<file path="src/hdl/brl_pkg.sv">
// ---------------------------------------------------------------------------
// brl_pkg: shared types and codes of the bitmap run allocator
// Result status codes, configuration register indexes and the per-byte
// step record passed from the byte step logic to the sequencer.
// ---------------------------------------------------------------------------
package brl_pkg;

    localparam logic [1:0] ST_OK      = 2'd0;
    localparam logic [1:0] ST_FULL    = 2'd1;
    localparam logic [1:0] ST_OVERLAP = 2'd2;
    localparam logic [1:0] ST_WRITTEN = 2'd3;

    localparam logic [1:0] CFG_MAP_BYTES = 2'd0;
    localparam logic [1:0] CFG_RUN_LEN   = 2'd1;
    localparam logic [1:0] CFG_OFFSET    = 2'd2;

    localparam logic FUNC_WRITE = 1'b0;
    localparam logic FUNC_ALLOC = 1'b1;

    localparam logic [7:0] BYTE_FULL = 8'hFF;

    typedef struct packed {
        logic       full_byte;  // every bit of the byte is set
        logic [2:0] bit_lo;     // first bit that the run touches in this byte
        logic [7:0] wdata;      // byte value to write back
        logic       conflict;   // the run met a bit that is already set
        logic [3:0] nset;       // bits of the run that fall in this byte
        logic       done;       // the run completes in this byte
    } t_step;

endpackage

</file>
<file path="src/hdl/brl_byte_step.sv">
// ---------------------------------------------------------------------------
// brl_byte_step: work on one bitmap byte
// Finds the first clear bit when the search is still open, and builds the
// byte that the run leaves behind, stopping short of any bit already set.
// ---------------------------------------------------------------------------
module brl_byte_step (
    input  logic               i_first,
    input  logic [7:0]         i_rdata,
    input  logic [13:0]        i_rem,
    output brl_pkg::t_step     o_step
);
    import brl_pkg::*;

    logic [2:0]  w_ffz;
    logic [2:0]  w_b;
    logic [3:0]  w_avail;
    logic [3:0]  w_k;
    logic [15:0] w_cand16;
    logic [7:0]  w_cand;
    logic [7:0]  w_hit;
    logic [7:0]  w_below;

    always_comb begin
        w_ffz = 3'd0;
        for (int i = 7; i >= 0; i--) begin
            if (!i_rdata[i]) begin
                w_ffz = 3'(i);
            end
        end
    end

    assign w_b     = i_first ? w_ffz : 3'd0;
    assign w_avail = 4'd8 - {1'b0, w_b};
    assign w_k     = (i_rem >= 14'(w_avail)) ? w_avail : i_rem[3:0];
    assign w_cand16 = ((16'd1 << w_k) - 16'd1) << w_b;
    assign w_cand  = w_cand16[7:0];
    assign w_hit   = i_rdata & w_cand;
    // Bits below the lowest clash; all ones when there is no clash.
    assign w_below = (w_hit - 8'd1) & ~w_hit;

    always_comb begin
        o_step.full_byte = (i_rdata == BYTE_FULL);
        o_step.bit_lo    = w_b;
        o_step.wdata     = i_rdata | (w_cand & w_below);
        o_step.conflict  = (w_hit != 8'd0);
        o_step.nset      = w_k;
        o_step.done      = (w_hit == 8'd0) && (i_rem == 14'(w_k));
    end

endmodule

</file>
<file path="config.mk">
export PLATFORM = sky130hd
export DESIGN_NAME = brl_byte_step
export DESIGN_NICKNAME = d
export VERILOG_FILES = /design/src/hdl/brl_pkg.sv /design/src/hdl/brl_byte_step.sv
export SDC_FILE = /design/constraint.sdc
export NUM_CORES = 1
export LEC_CHECK = 0
export BUFFER_PORTS_ARGS = -buffer_cell sky130_fd_sc_hd__buf_2
export CAP_MARGIN = 25
export CORE_MARGIN = 8
export CORE_UTILIZATION = 30
export DETAILED_ROUTE_END_ITERATION = 6
export GPL_TIMING_DRIVEN = 1
export SLEW_MARGIN = 25
export SYNTH_ARGS = -nofsm -noshare
export SYNTH_HDL_FRONTEND = slang
export SYNTH_SLANG_ARGS = --single-unit
export TNS_END_PERCENT = 1
</file>
<file path="constraint.sdc">
create_clock -name vclk -period 7.7
set_input_delay 0.77 -clock vclk [all_inputs]
set_output_delay 0.77 -clock vclk [all_outputs]
set_load 0.02 [all_outputs]
</file>
==> run summary <==
Routed met2 length: 2080 um
Pwr Total: 0.0928 mW
GRT overflow: 0
chip width: 81.1 um
FF/Latch Area: 0 sq um
Hold WC Path Type: in -> out
period utilisation layout: 0.901
unrepaired setup endpoints after global routing: no
met1 wire length: 1880 um
Hold WS: 1.90 ns
maxcap violations: 0
row count: 23
# setup viols final: 0
drt total wl: 4210 um
CP cell instances: buf_2 -> nand2b_1 -> a21oi_1 -> nor2_4 -> ha_1 -> xnor2_2 -> inv_2 -> ha_1 -> a31oi_1 -> and2b_2 -> or3_4 -> nand3_1 -> nand2_1 -> or3b_2 -> ha_1 -> buf_4 -> nor4_1 -> a311oi_1 -> a221o_1 -> a32o_1 -> a21o_2 -> o2111a_2 -> a21o_1 -> buf_2
GRT Util Overall: 0.126
VDD IR-drop max: 0.0189 mV
largest cells by area after synthesis: nand2_1 (6.2%), ha_1 (5.9%), a21oi_1 (4.3%), a21o_1 (4.1%), nand3_1 (3.9%)
Synth cell types: 63
die outline height: 81.1 um
Starting DRT DRC Count: 112
met3 wire length: 208 um
yosys warns: 0
Worst EP required: 6.93 ns
initial antenna violation count: 0
Tmin final: 6.94 ns
Yosys top cell by area: nand2_1
CP Launch Point: i_rdata[7]
Top Ports: 41
Seq cells: 0
fin. max-slew vios: 0
min-delay src: i_rdata[3]
Top Family by Delay on Critical Path: simple AND/OR/NAND/NOR gates
core region area: 0.00403 sq mm
status: finished, final reports clean
share of cells above drive strength 1: 0.335
via count: 1,557
critical path's slowest cell: or3_4
DR vias/cell: 5.81
Area Overhead vs Synth: 17.7%
DRC: 0
Top Layer Used: met4
Clock Buffer Count: 0
register area share after synthesis: 0
gpl congestion: 0.993
Pre-antenna DRT Iters: 4
number of global-route vias before repair: 1,435
HPWL Detailed: 3530 um
routed length per instance: 15.7 um
syn avg cell area: 6.95 sq um
top cell type's share of synthesized area: 0.0620
cell area after synthesis: 0.00127 sq mm
Crit Path Max Fanout: 12
FMAX: 144 MHz
kind of critical path: in -> out
# Post-CTS Setup Buffers: 0
Initial Util: 0.316
setup_tns: 0 ns
Antenna Nets Post-Route: 0
Final Hold Fails: 0
worst path arrival time: 6.17 ns
Worst Tran Pin Value: 0.522 ns
die area: 0.00658 sq mm
post-synthesis cell count: 183
cts hold-fix bufs: 0
P_leak: 0.630 nW
Slew HR: 0.649
Buffers & Inverters on Critical Path: 4
first-pass GRT wire length: 7040 um
crit-path most repeated cell: ha_1
largest net degree at the start of global routing: 17
syn_nets: 212
IO Port Bufs: 41
PD cells: 62.0 mW/mm^2
worst stage delay on the critical path: 0.47 ns
Startpoint Class: input port
fill count: 449
Final #Nets: 249
# resized after CTS: 0
diode count: 0
CP endpoint kind: output port
[tightest hold or removal path, cell delays in order]
cell and delay [ns]:
buf_2 0.11, a21o_1 0.09, buf_2 0.15
[cell usage in the layout (no fill, tap or decap), drive strengths merged, types with 3 or more instances in the layout]
cell type  instances
a21o               9
a21oi             13
a31oi              7
and2               3
buf               45
ha                 6
inv               11
mux2i              3
nand2             21
nand2b             4
nand3             12
nand4              5
nor2              14
nor3               6
nor4               6
o211ai             3
o21ai             12
or3                5
xnor2              4
[power breakdown]
part	leakage, nW	internal, mW	switching [mW]
Clock	0	0	0
Sequential	0	0	0
Combinational	0.630	0.0350	0.0578
Total	0.630	0.0350	0.0578
[layout make-up]
cell class	instances	area, sq um	area share
multi-input combinational	162	1150	0.770
tap	50	62.6	0.0418
inverter	11	46.3	0.0309
timing repair buffer	45	235	0.157
[Yosys cell counts (2+ instances only)]
library cell,number
clkbuf_1,6
buf_6,2
nand3_1,10
nand2b_1,3
o21a_1,2
a21oi_4,2
xnor2_1,3
nand3_2,2
o21ai_0,9
a31oi_1,5
nor2_1,12
or3_1,3
clkbuf_8,2
or3_4,2
nand2_1,21
inv_2,2
nand4_1,5
nor4_4,2
nor3_1,5
a21oi_1,11
mux2i_1,3
or4_1,2
a21o_2,2
and2_1,3
ha_1,6
o211ai_1,3
inv_1,8
a21o_1,7
o21ai_1,3
o2111ai_1,2
nor4_1,3
[final timing paths]
check / slack (ns) / cells after the start / endpoint
worst min-delay path: 1.90 / 3 / o_step[9]
worst max-delay path: 0.76 / 24 / o_step[13]
[layer usage]
metal,GRT usage,up-vias
met2,0.217,46
met1,0.171,726
met5,0,-
met3,0.00662,4
li1,-,781
met4,0.0179,0
[logic make-up after synthesis]
logic type      share of synthesized area
fa+ha+maj                          0.0591
mux                                0.0325
xor+xnor                           0.0335
buf+inv                            0.0935
compound gates                      0.372
simple gates                        0.409
[per-stage QoR]
| step | cells | utilization | setup WS, ns | instance area [sq um] |
|---|---|---|---|---|
| finish | 268 | 0.371 | 0.764 | 1500 |
| global route | 268 | 0.371 | 0.275 | 1500 |
| CTS | 268 | 0.371 | 0.759 | 1500 |
| detailed placement | 268 | 0.371 | 0.778 | 1500 |
| global placement | 268 | 0.371 | 0.835 | 1500 |
| floorplan | 183 | - | 0.428 | 1270 |
Power figures use the tool's default switching activity.
